File: config.mk
export PLATFORM = sky130hd
export DESIGN_NAME = bitplane_sprite_to_rgb_core_flat
export DESIGN_NICKNAME = d
export VERILOG_FILES = /design/src/rtl/core/bsrgb_pkg.sv /design/src/rtl/core/bsrgb_if.sv /design/src/rtl/core/bitplane_sprite_to_rgb_core.sv /design/src/rtl/core/bsrgb_front.sv /design/src/rtl/core/bsrgb_queue.sv /design/src/rtl/core/bsrgb_back.sv /design/src/flat_wrapper.sv
export SDC_FILE = /design/constraint.sdc
export NUM_CORES = 1
export LEC_CHECK = 0
export ABC_AREA = 1
export BUFFER_PORTS_ARGS = -buffer_cell sky130_fd_sc_hd__buf_2
export CORE_MARGIN = 3
export CORE_UTILIZATION = 25
export CTS_CLUSTER_SIZE = 12
export DETAILED_ROUTE_END_ITERATION = 12
export HOLD_SLACK_MARGIN = 0.08
export SYNTH_ARGS = -nofsm -noshare
export SYNTH_HDL_FRONTEND = slang
export SYNTH_SLANG_ARGS = --single-unit
File: constraint.sdc
create_clock -name clock -period 9.7 [get_ports clock]
set_input_delay 0 -clock clock [delete_from_list [all_inputs] [get_ports clock]]
set_output_delay 0 -clock clock [all_outputs]
set_load 0.02 [all_outputs]
File: src/rtl/core/bsrgb_pkg.sv
`timescale 1ns / 1ps
`default_nettype none

package bsrgb_pkg;

   localparam int STORE_WIDTH  = 32;
   localparam int STORE_HEIGHT = 48;

   localparam int COLOR_W = 24;
   localparam int INDEX_W = 11;
   localparam int LINES_W = 6;
   localparam int CSR_IDX_W = 3;

   localparam logic [COLOR_W-1:0] PAL0_RESET = 24'hff00ff;
   localparam logic [LINES_W-1:0] LINES_RESET = 6'd16;

   typedef enum logic [CSR_IDX_W-1:0] {
      CSR_PAL0   = 3'd0,
      CSR_PAL1   = 3'd1,
      CSR_PAL2   = 3'd2,
      CSR_PAL3   = 3'd3,
      CSR_WIDE   = 3'd4,
      CSR_LINES  = 3'd5,
      CSR_DOUBLE = 3'd6,
      CSR_HIRES  = 3'd7
   } csr_index_type;

   typedef struct packed {
      logic [3:0][COLOR_W-1:0] palette;
      logic                    width_is_32;
      logic [LINES_W-1:0]      sprite_lines;
      logic                    double_mode;
      logic                    hires_source;
   } cfg_type;

   // one decoded line waiting for pixel emission
   typedef struct packed {
      logic [7:0][7:0]    bytes;
      logic [LINES_W-1:0] src_line;
      logic               long_line;   // planes of 4 bytes
      logic               dbl;
      logic               wide;
   } job_type;

   typedef struct packed {
      logic full;
      logic empty;
   } queue_status_type;

endpackage

`default_nettype wire

File: src/rtl/core/bsrgb_if.sv
`timescale 1ns / 1ps
`default_nettype none

interface bsrgb_req_if;
   logic       valid;
   logic       ready;
   logic [7:0] data_byte;
   logic       new_image;

   modport source (output valid, output data_byte, output new_image, input ready);
   modport sink   (input valid, input data_byte, input new_image, output ready);
endinterface

interface bsrgb_rsp_if;
   logic        valid;
   logic        ready;
   logic [10:0] pixel_index;
   logic [23:0] pixel_color;
   logic        last;

   modport source (output valid, output pixel_index, output pixel_color, output last,
                   input ready);
   modport sink   (input valid, input pixel_index, input pixel_color, input last,
                   output ready);
endinterface

`default_nettype wire

File: src/rtl/core/bitplane_sprite_to_rgb_core.sv
`timescale 1ns / 1ps
`default_nettype none
// Channel  Dir  Handshake      Payload
// req_ch   in   valid/ready    data_byte[7:0], new_image
// rsp_ch   out  valid/ready    pixel_index[10:0], pixel_color[23:0], last
// csr_*    in   csr_we         csr_index[2:0], csr_wdata[23:0]
//
// A request is taken each cycle while the two-line job queue has room; only the
// request that ends a visible line enqueues work.
// The pixel engine emits one pixel per cycle while rsp_ch is ready, 16, 32 or 64
// per line, and loads the next job only after it has issued the last pixel of a
// line; that loop sets the sustained rate. Reset restores the register defaults and
// empties the queue and output register. rsp_ch stalls hold the engine; req_ch
// stalls only once two lines are queued.

module bitplane_sprite_to_rgb_core (
   input  wire logic        clock,
   input  wire logic        reset,
   bsrgb_req_if.sink        req_ch,
   bsrgb_rsp_if.source      rsp_ch,
   input  wire logic        csr_we,
   input  wire logic [2:0]  csr_index,
   input  wire logic [23:0] csr_wdata
);
   import bsrgb_pkg::*;

   cfg_type          cfg_ff;
   job_type          push_job, pop_job;
   logic             push_valid, pop;
   queue_status_type q_status;

   always_ff @(posedge clock) begin
      if (reset) begin
         cfg_ff.palette      <= {{3{24'h000000}}, PAL0_RESET};
         cfg_ff.width_is_32  <= 1'b0;
         cfg_ff.sprite_lines <= LINES_RESET;
         cfg_ff.double_mode  <= 1'b0;
         cfg_ff.hires_source <= 1'b0;
      end else if (csr_we) begin
         unique case (csr_index_type'(csr_index))
            CSR_PAL0, CSR_PAL1, CSR_PAL2, CSR_PAL3: begin
               cfg_ff.palette[csr_index[1:0]] <= csr_wdata;
            end
            CSR_WIDE:   cfg_ff.width_is_32  <= csr_wdata[0];
            CSR_LINES:  cfg_ff.sprite_lines <= csr_wdata[LINES_W-1:0];
            CSR_DOUBLE: cfg_ff.double_mode  <= csr_wdata[0];
            CSR_HIRES:  cfg_ff.hires_source <= csr_wdata[0];
            default: ;
         endcase
      end
   end

   bsrgb_front u_front (
      .clock      (clock),
      .reset      (reset),
      .cfg        (cfg_ff),
      .req        (req_ch),
      .q_status   (q_status),
      .push_job   (push_job),
      .push_valid (push_valid)
   );

   bsrgb_queue u_queue (
      .clock    (clock),
      .reset    (reset),
      .push     (push_valid),
      .push_job (push_job),
      .pop      (pop),
      .pop_job  (pop_job),
      .status   (q_status)
   );

   bsrgb_back u_back (
      .clock    (clock),
      .reset    (reset),
      .cfg      (cfg_ff),
      .pop_job  (pop_job),
      .q_status (q_status),
      .pop      (pop),
      .rsp      (rsp_ch)
   );

endmodule

`default_nettype wire

File: src/rtl/core/bsrgb_front.sv
`timescale 1ns / 1ps
`default_nettype none

module bsrgb_front (
   input  wire logic              clock,
   input  wire logic              reset,
   input  wire bsrgb_pkg::cfg_type cfg,
   bsrgb_req_if.sink              req,
   input  wire bsrgb_pkg::queue_status_type q_status,
   output bsrgb_pkg::job_type     push_job,
   output logic                   push_valid
);
   import bsrgb_pkg::*;

   logic [7:0][7:0]    bytes_ff, bytes_in;
   logic [2:0]         pos_ff, pos_in;
   logic [LINES_W-1:0] src_ff, src_in;

   logic [2:0]         pos;
   logic [LINES_W-1:0] src;
   logic               long_line;
   logic               line_done;
   logic [LINES_W:0]   height;
   logic               emit;
   logic               accept;

   assign req.ready = !q_status.full;
   assign accept    = req.valid && req.ready;

   always_comb begin
      pos = req.new_image ? '0 : pos_ff;
      src = req.new_image ? '0 : src_ff;
      long_line = cfg.double_mode ? cfg.hires_source : cfg.width_is_32;
      line_done = long_line ? (pos == 3'd7) : (pos >= 3'd3);
      height = ({1'b0, cfg.sprite_lines} > (LINES_W+1)'(STORE_HEIGHT)) ?
               (LINES_W+1)'(STORE_HEIGHT) : {1'b0, cfg.sprite_lines};
      // double mode: each source line fills two rows
      emit = cfg.double_mode ? ({1'b0, src} < (height >> 1)) : ({1'b0, src} < height);

      bytes_in      = bytes_ff;
      bytes_in[pos] = req.data_byte;
      pos_in        = pos_ff;
      src_in        = src_ff;
      if (accept) begin
         if (line_done) begin
            pos_in = '0;
            src_in = (src == '1) ? src : src + 1'b1;
         end else begin
            pos_in = pos + 1'b1;
            src_in = src;
         end
      end

      push_valid         = accept && line_done && emit;
      push_job.bytes     = bytes_in;
      push_job.src_line  = src;
      push_job.long_line = long_line;
      push_job.dbl       = cfg.double_mode;
      push_job.wide      = cfg.width_is_32;
   end

   always_ff @(posedge clock) begin
      if (reset) begin
         pos_ff <= '0;
         src_ff <= '0;
      end else begin
         pos_ff <= pos_in;
         src_ff <= src_in;
      end
      if (accept) bytes_ff <= bytes_in;
   end

endmodule

`default_nettype wire

File: src/rtl/core/bsrgb_queue.sv
`timescale 1ns / 1ps
`default_nettype none

module bsrgb_queue (
   input  wire logic              clock,
   input  wire logic              reset,
   input  wire logic              push,
   input  wire bsrgb_pkg::job_type push_job,
   input  wire logic              pop,
   output bsrgb_pkg::job_type     pop_job,
   output bsrgb_pkg::queue_status_type status
);
   import bsrgb_pkg::*;

   job_type    entry_ff [2];
   logic       wr_ff, wr_in;
   logic       rd_ff, rd_in;
   logic [1:0] count_ff, count_in;

   always_comb begin
      wr_in    = push ? !wr_ff : wr_ff;
      rd_in    = pop ? !rd_ff : rd_ff;
      count_in = count_ff + {1'b0, push} - {1'b0, pop};
      status.full  = (count_ff == 2'd2);
      status.empty = (count_ff == 2'd0);
      pop_job      = entry_ff[rd_ff];
   end

   always_ff @(posedge clock) begin
      if (reset) begin
         wr_ff    <= 1'b0;
         rd_ff    <= 1'b0;
         count_ff <= '0;
      end else begin
         wr_ff    <= wr_in;
         rd_ff    <= rd_in;
         count_ff <= count_in;
      end
      if (push) entry_ff[wr_ff] <= push_job;
   end

endmodule

`default_nettype wire

File: src/rtl/core/bsrgb_back.sv
`timescale 1ns / 1ps
`default_nettype none

module bsrgb_back (
   input  wire logic              clock,
   input  wire logic              reset,
   input  wire bsrgb_pkg::cfg_type cfg,
   input  wire bsrgb_pkg::job_type pop_job,
   input  wire bsrgb_pkg::queue_status_type q_status,
   output logic                   pop,
   bsrgb_rsp_if.source            rsp
);
   import bsrgb_pkg::*;

   job_type              job_ff;
   logic                 busy_ff, busy_in;
   logic [5:0]           cnt_ff, cnt_in;
   logic                 valid_ff, valid_in;
   logic [INDEX_W-1:0]   index_ff, index_in;
   logic [COLOR_W-1:0]   color_ff, color_in;
   logic                 last_ff, last_in;

   logic                 advance;
   logic [4:0]           src_col;
   logic [LINES_W:0]     row;
   logic [2:0]           k0, k1;
   logic [2:0]           bit_sel;
   logic [1:0]           code;
   logic                 is_last;

   assign pop     = !busy_ff && !q_status.empty;
   assign advance = busy_ff && (!valid_ff || rsp.ready);

   always_comb begin
      // double mode: count bit 5 picks the row of the pair, bits 4:1 the source pixel
      if (job_ff.dbl) begin
         src_col = {1'b0, cnt_ff[4:1]};
         row     = {job_ff.src_line, cnt_ff[5]};
         is_last = (cnt_ff == 6'd63);
      end else begin
         src_col = cnt_ff[4:0];
         row     = {1'b0, job_ff.src_line};
         is_last = job_ff.wide ? (cnt_ff == 6'd31) : (cnt_ff == 6'd15);
      end
      k0      = {1'b0, src_col[4:3]};
      k1      = k0 + (job_ff.long_line ? 3'd4 : 3'd2);
      bit_sel = 3'd7 - src_col[2:0];
      code    = {job_ff.bytes[k1][bit_sel], job_ff.bytes[k0][bit_sel]};

      index_in = INDEX_W'(INDEX_W'(row) * INDEX_W'(STORE_WIDTH) + INDEX_W'(cnt_ff[4:0]));
      color_in = cfg.palette[code];
      last_in  = is_last;

      valid_in = valid_ff && !rsp.ready;
      busy_in  = busy_ff;
      cnt_in   = cnt_ff;
      if (advance) begin
         valid_in = 1'b1;
         cnt_in   = cnt_ff + 1'b1;
         if (is_last) busy_in = 1'b0;
      end
      if (pop) begin
         busy_in = 1'b1;
         cnt_in  = '0;
      end
   end

   always_ff @(posedge clock) begin
      if (reset) begin
         busy_ff  <= 1'b0;
         valid_ff <= 1'b0;
         cnt_ff   <= '0;
      end else begin
         busy_ff  <= busy_in;
         valid_ff <= valid_in;
         cnt_ff   <= cnt_in;
      end
      if (pop) job_ff <= pop_job;
      if (advance) begin
         index_ff <= index_in;
         color_ff <= color_in;
         last_ff  <= last_in;
      end
   end

   assign rsp.valid       = valid_ff;
   assign rsp.pixel_index = index_ff;
   assign rsp.pixel_color = color_ff;
   assign rsp.last        = last_ff;

endmodule

`default_nettype wire

File: src/flat_wrapper.sv
// flat-port wrapper written by rule: the top's interface ports become plain ports
module bitplane_sprite_to_rgb_core_flat import bsrgb_pkg::*;
  (clock, reset, csr_we, csr_index, csr_wdata, req_ch_valid, req_ch_data_byte, req_ch_new_image, req_ch_ready, rsp_ch_valid, rsp_ch_pixel_index, rsp_ch_pixel_color, rsp_ch_last, rsp_ch_ready);
  bsrgb_req_if req_ch_i ();
  bsrgb_rsp_if rsp_ch_i ();
  input  wire logic clock;
  input  wire logic reset;
  input  wire logic csr_we;
  input  wire logic [2:0] csr_index;
  input  wire logic [23:0] csr_wdata;
  input wire logic [$bits(req_ch_i.valid)-1:0] req_ch_valid;
  input wire logic [$bits(req_ch_i.data_byte)-1:0] req_ch_data_byte;
  input wire logic [$bits(req_ch_i.new_image)-1:0] req_ch_new_image;
  output wire logic [$bits(req_ch_i.ready)-1:0] req_ch_ready;
  output wire logic [$bits(rsp_ch_i.valid)-1:0] rsp_ch_valid;
  output wire logic [$bits(rsp_ch_i.pixel_index)-1:0] rsp_ch_pixel_index;
  output wire logic [$bits(rsp_ch_i.pixel_color)-1:0] rsp_ch_pixel_color;
  output wire logic [$bits(rsp_ch_i.last)-1:0] rsp_ch_last;
  input wire logic [$bits(rsp_ch_i.ready)-1:0] rsp_ch_ready;
  assign req_ch_i.valid = req_ch_valid;
  assign req_ch_i.data_byte = req_ch_data_byte;
  assign req_ch_i.new_image = req_ch_new_image;
  assign req_ch_ready = req_ch_i.ready;
  assign rsp_ch_valid = rsp_ch_i.valid;
  assign rsp_ch_pixel_index = rsp_ch_i.pixel_index;
  assign rsp_ch_pixel_color = rsp_ch_i.pixel_color;
  assign rsp_ch_last = rsp_ch_i.last;
  assign rsp_ch_i.ready = rsp_ch_ready;
  bitplane_sprite_to_rgb_core u_core (.clock(clock), .reset(reset), .req_ch(req_ch_i), .rsp_ch(rsp_ch_i), .csr_we(csr_we), .csr_index(csr_index), .csr_wdata(csr_wdata));
endmodule
==> metrics.md, run 1 <==
| Metric | Value |
|---|---|
| Synth Cell Area | `18500 um2` |
| Mapped Cells | `1925` |
| Slowest-stage cell, CP | `o21ai_1` |
| Initial antenna violation count | `1` |
| Critical Path AT | `4.58 ns` |
| Unrepaired setup endpoints after global routing | `false` |
| RD Place Congestion | `0.844` |
| DRT antenna net count | `0` |
| Clk buf depth | `3` |
| Kind of critical path | `flop to flop` |
| Maximum vdd drop | `0.178 mV` |
| Drt drc | `0` |
| Nature of the critical path endpoint | `flop` |
| Grt ovf | `0` |
| Slew Viols, Final | `0` |
| Die width | `278 um` |
| Clock-pin transition on the worst setup and hold timing paths | `0.06 ns` |
| FP Rows | `99` |
| Fin crit share | `0.441` |
| DR vias/cell | `4.46` |
| Synth-to-layout area growth | `16.4%` |
| Register area share after synthesis | `0.653` |
| CP Data Required Time | `10.01 ns` |
| Vias | `13348` |
| CP peak stage delay | `1.01 ns` |
| Ratio of total power to cell area | `273 nW/um2` |
| Placed cells | `2886` |
| First-pass GRT wire length | `73600 um` |
| Layout Skew | `0.0288 ns` |
| Hold buffer count at CTS | `35` |
| DR iter-0 viols | `967` |
| Post-synth top area cell | `edfxtp_1` |
| Sequential fraction of design power | `0.457` |
| P_sw | `2.02 mW` |
| Most common cell after layout, fill and taps aside | `nand2_1` |
| Setup ws final | `5.43 ns` |
| CTS tree | `done` |
| Outcome | `completed` |
| Port bufs | `78` |
| Yosys top cell area share | `0.517` |
| Internal | `3.87 mW` |
| Core area | `73200 um2` |
| Routed wire length | `46900 um` |
| Rel. slew slack | `0.220` |
| Layout Utilization | `0.295` |
| CTS root buf | `clkbuf_16` |
| Clock sink count | `445` |
| Startpoint types | `flop` |
| Fin cells | `2994` |
| Final net count | `2066` |
| Worst hold-check path type | `primary input to flop` |
| I/O pins | `79` |
| Avg Inst Size Synth | `9.63 um2` |
| Maximum clock frequency | `234 MHz` |
| Resized cells post-CTS | `0` |
| Total Routing Usage GR | `0.119` |
| Die ar. | `77500 um2` |
| Synth warn | `0` |
| Yosys reg bits | `445` |
| Minimum clock period | `4.27 ns` |
| Post-Syn Nets | `1982` |
| Combinational share of power | `0.262` |
| Num CTS Buffers | `45` |
| Initial Util | `0.253` |
| Chip Height | `278 um` |
| Lkg Pwr | `8.70 nW` |
| Share of cells above drive strength 1 | `0.0851` |
| Ranking of synthesized cells by area | `edfxtp_1 (52%), dfxtp_1 (14%), nand2_1 (13%)` |
| Skew-Pair Late Insertion Delay | `0.58 ns` |
| Crit path max fanout | `49` |
| Drt wl/cell | `15.7 um` |
| Number of max-cap violations | `0` |
| Netlist cell types | `35` |
| Final Hold Viols | `0` |
| CP most frequent cell | `nand2_1` |
| Final HPWL DP | `27900 um` |
| TritonRoute pass-1 iters | `5` |
| Post-CTS Setup Inserts | `0` |
| Final setup fails | `0` |
| Clk network pwr share | `0.280` |
| Critical path cell sequence | `o21ai_1, inv_1, nand3_1, nand3_1, nand3_2, buf_4, nand2_1, buf_4, nand2_1, nand2_1, nand2_1, nand2_1` |
| Switch share | `0.343` |
| Measured slew at the worst slew-check pin | `1.16 ns` |
| Most frequent cells in the layout | `nand2_1 (642), edfxtp_1 (319), nor2_1 (202)` |
| H-tree levels | `2` |
| Setup tns final | `0 ns` |
| Vias in the first global route | `12704` |
| Largest net degree at the start of global routing | `106` |
| Worst slack at placement | `5.62 ns` |
power by group through the flow:
stage          combinational [mW]  clock [mW]  sequential, mW
2_1_floorplan                1.02           0            2.75
3_3_place_gp                 1.52           0            2.73
3_5_place_dp                 1.54           0            2.73
4_1_cts                      1.55        1.69            2.69
5_1_grt                      1.75        1.76            2.72
6_report                     1.54        1.65            2.69
metrics by stage:
stage                     instance area, um2  hold slack, ns  total power [mW]
after floorplan                        18500           0.113              3.77
after global placement                 19800           0.257              4.25
after detailed placement               19800           0.256              4.27
after CTS                              21600           0.139              5.94
after global routing                   21600           0.179              6.23
final                                  21600           0.147              5.89
worst max-delay path, delay by kind of cell (launching register included):
family                 cells  cell delay, ns
AOI/OAI and AO/OA          1            1.01
buffers and inverters      3            1.35
DFF                        1            0.66
and+or+nand+nor            8            0.92
worst paths after layout:
check	slack, ns	to	cells after the start	from
worst max-delay path	5.43	u_core.u_back.rsp.pixel_color[23]	12	u_core.u_back.job_ff[1]
worst min-delay path	0.15	u_core.u_front.bytes_ff[53]	3	req_ch_data_byte[5]
worst max register to register	5.43	u_core.u_back.rsp.pixel_color[23]	12	u_core.u_back.job_ff[1]
worst min register to register	0.47	u_core.cfg_ff[13]	2	u_core.cfg_ff[13]
layout make-up:
type	count	area, um2
diodes	1	2.50
multi-input cells	1291	5660
clock inverters	10	148
flip-flops and latches	445	12100
fillers	7455	51600
repair buffers	130	868
well taps	959	1200
inverters	96	364
clock buffers	62	1240
layer usage:
metal | GRT usage | part of all wire
met1 | 0.160 | 0.45
met2 | 0.196 | 0.46
met3 | 0.0159 | 0.049
met4 | 0.0453 | 0.033
met5 | 0 | 0
kinds of logic (layout without fill, tap and decap cells):
family / Yosys count / in the layout / share of synthesized area
adder cells (fa/ha/maj): 16 / 16 / 0.0108
buffers and inverters: 189 / 298 / 0.0432
other: 0 / 1 / 0
AND/OR/NAND/NOR: 1060 / 1060 / 0.232
AO/OA/AOI/OAI: 209 / 209 / 0.0586
flip-flops: 445 / 445 / 0.653
XOR/XNOR: 6 / 6 / 0.00283
registers in the layout (all words and copies together) (netlist names):
register                       cells
u_core.u_front.pos_ff              3
u_core.u_queue.entry_ff          146
u_core.u_back.job_ff              73
u_core.u_back.rsp.valid            1
u_core.u_back.rsp.last             1
u_core.u_queue.count_ff            2
u_core.u_front.bytes_ff           64
u_core.u_back.cnt_ff               6
u_core.u_back.busy_ff              1
u_core.u_queue.rd_ff               1
u_core.u_back.rsp.pixel_index     11
u_core.cfg_ff                    105
u_core.u_back.rsp.pixel_color     24
u_core.u_queue.wr_ff               1
u_core.u_front.src_ff              6
cells in the mapped netlist (all sizes together):
cell type	n
nand2	648
edfxtp	319
nor2	204
nand3	196
o21ai	176
dfxtp	126
inv	96
clkbuf	57
buf	36
a21oi	18
ha	16
xor2	6
nand3b	5
a211oi	3
a31oi	3
nand4	3
o211ai	3
a21o	2
nor3	2
nor4	2
a2111oi	1
a221oi	1
o21a	1
o221ai	1
Note: power is estimated with default switching activity, not from simulation.
==> run 2: changes to the inputs <==
clock period = 4.1 ns   (was 9.7 ns; I/O delays follow)
==> run 2 against run 1 <==
  * Combinational power increased by 140%
  * Via count decreased by 1.2%
  * Critical path depth increased by 1
  * Core utilization increased by 0.12 points
==> metrics.md, run 2 (synthesis gave the netlist of run 1 again) <==
| Metric | Value |
|---|---|
| Design Area, Final | `21700 um2` |
| Maximum clock frequency | `296 MHz` |
| Final HPWL DP | `28800 um` |
| CP Data Required Time | `4.39 ns` |
| Skew-Pair Late Insertion Delay | `0.56 ns` |
| Synth-to-layout area growth | `16.9%` |
| Crit path max fanout | `24` |
| DR iter-0 viols | `1231` |
| Die width | `278 um` |
| Hold_sp | `req_ch_data_byte[0]` |
| Startpoint types | `flop` |
| Unrepaired setup endpoints after global routing | `false` |
| Kind of critical path | `flop to flop` |
| Die ar. | `77500 um2` |
| Total Routing Usage GR | `0.117` |
| Clk buf depth | `3` |
| Routed wire length | `46300 um` |
| Most frequent cells in the layout | `nand2_1 (642), edfxtp_1 (319), nor2_1 (202)` |
| RD Place Congestion | `0.846` |
| Drt drc | `0` |
| Drt wl/cell | `15.4 um` |
| Final Hold Viols | `0` |
| Initial Util | `0.253` |
| Clock-pin transition on the worst setup and hold timing paths | `0.06 ns` |
| I/O pins | `79` |
| Setup tns final | `0 ns` |
| Fin crit share | `0.823` |
| Final setup fails | `0` |
| Slew Viols, Final | `0` |
| Most common cell after layout, fill and taps aside | `nand2_1` |
| Worst Hold Depth | `3` |
| Critical Path AT | `3.67 ns` |
| Final net count | `2077` |
| Nature of the critical path endpoint | `flop` |
| R2r startpoint | `u_core.u_back.job_ff[1]` |
| Ratio of total power to cell area | `641 nW/um2` |
| CTS tree | `done` |
| Worst hold-check path type | `primary input to flop` |
| Number of max-cap violations | `0` |
| Largest registers | `u_core.u_queue.entry_ff: 146 flops, u_core.cfg_ff: 105 flops, u_core.u_back.job_ff: 73 flops` |
| Maximum vdd drop | `0.450 mV` |
| Layout Skew | `0.0197 ns` |
| Largest net degree at the start of global routing | `77` |
| First-pass GRT wire length | `72200 um` |
| Share of cells above drive strength 1 | `0.0869` |
| CTS root buf | `clkbuf_16` |
| Measured slew at the worst slew-check pin | `1.07 ns` |
| Grt ovf | `0` |
| Chip Height | `278 um` |
| Core area | `73200 um2` |
| Biggest register | `u_core.u_queue.entry_ff` |
| Lkg Pwr | `8.74 nW` |
| FP Rows | `99` |
| Initial antenna violation count | `3` |
| H-tree levels | `2` |
| Clock sink count | `445` |
| Rel. slew slack | `0.288` |
| TritonRoute pass-1 iters | `7` |
| Worst reg2reg path depth | `13` |
| Port bufs | `78` |
| Largest register FFs | `146` |
| Vias | `13189` |
| Num CTS Buffers | `45` |
| Minimum clock period | `3.37 ns` |
| Crit path from | `u_core.u_back.job_ff[1]` |
| Vias in the first global route | `12450` |
| Cell Area, Placed | `19900 um2` |
| DRT antenna net count | `0` |
| Total power | `13.9 mW` |
| DR vias/cell | `4.38` |
| Outcome | `completed` |
run 2: path summary, 6_finish.rpt:
path	to	slack, ns
min reg2reg	u_core.cfg_ff[14]	0.47
min	u_core.u_front.bytes_ff[0]	0.12
max reg2reg	u_core.u_back.rsp.pixel_color[4]	0.73
max	u_core.u_back.rsp.pixel_color[4]	0.73
run 2: power by group:
| group | internal (mW) | total (mW) | switching, mW |
|---|---|---|---|
| registers | 6.03 | 6.32 | 0.290 |
| clock network | 2.14 | 3.80 | 1.66 |
| logic | 0.979 | 3.77 | 2.79 |
run 2: metal layers:
| layer | wire [um] | global-route usage |
|---|---|---|
| met1 | 21600 | 0.161 |
| met2 | 21100 | 0.189 |
| met3 | 2120 | 0.0146 |
| met4 | 1410 | 0.0433 |
| met5 | 13 | 0 |
run 2: worst max-delay path: stages, from the launching register on:
cell,delay (ns)
edfxtp_1,0.55
nor2_4,0.31
inv_2,0.14
ha_1,0.31
inv_1,0.46
nand3_1,0.18
nand2_1,0.09
nand2_1,0.05
nand3_1,0.09
nand3_1,0.10
nand3_1,0.11
nand2_2,0.41
nand2_1,0.22
nand2_1,0.06
run 2: what timing repair did:
action                     CTS  global route
hold buffers                39             0
gates resized for setup      0             0
setup endpoints to repair    0             0
hold endpoints to repair   124             0
buffers inserted             0             0
run 2: through the flow:
stage                     hold slack [ns]  cells  worst slack (ns)  utilization
after floorplan                     0.113   1925             0.115            -
after global placement              0.256   2893             0.840        0.272
after detailed placement            0.259   2893             0.775        0.272
after CTS                           0.142   3008             0.761        0.296
after global routing                0.210   3009             0.473        0.296
final                               0.116   3010             0.726        0.296
run 2: area by class of cell:
type                       instances  area (um2)
multi-input combinational       1291        5660
clock buffer                      70        1280
fill                            7537       51500
timing repair buffer             141        1010
clock inverter                     6        51.3
tap                              959        1200
sequential                       445       12100
inverter                          96         363
antenna                            2        5.00
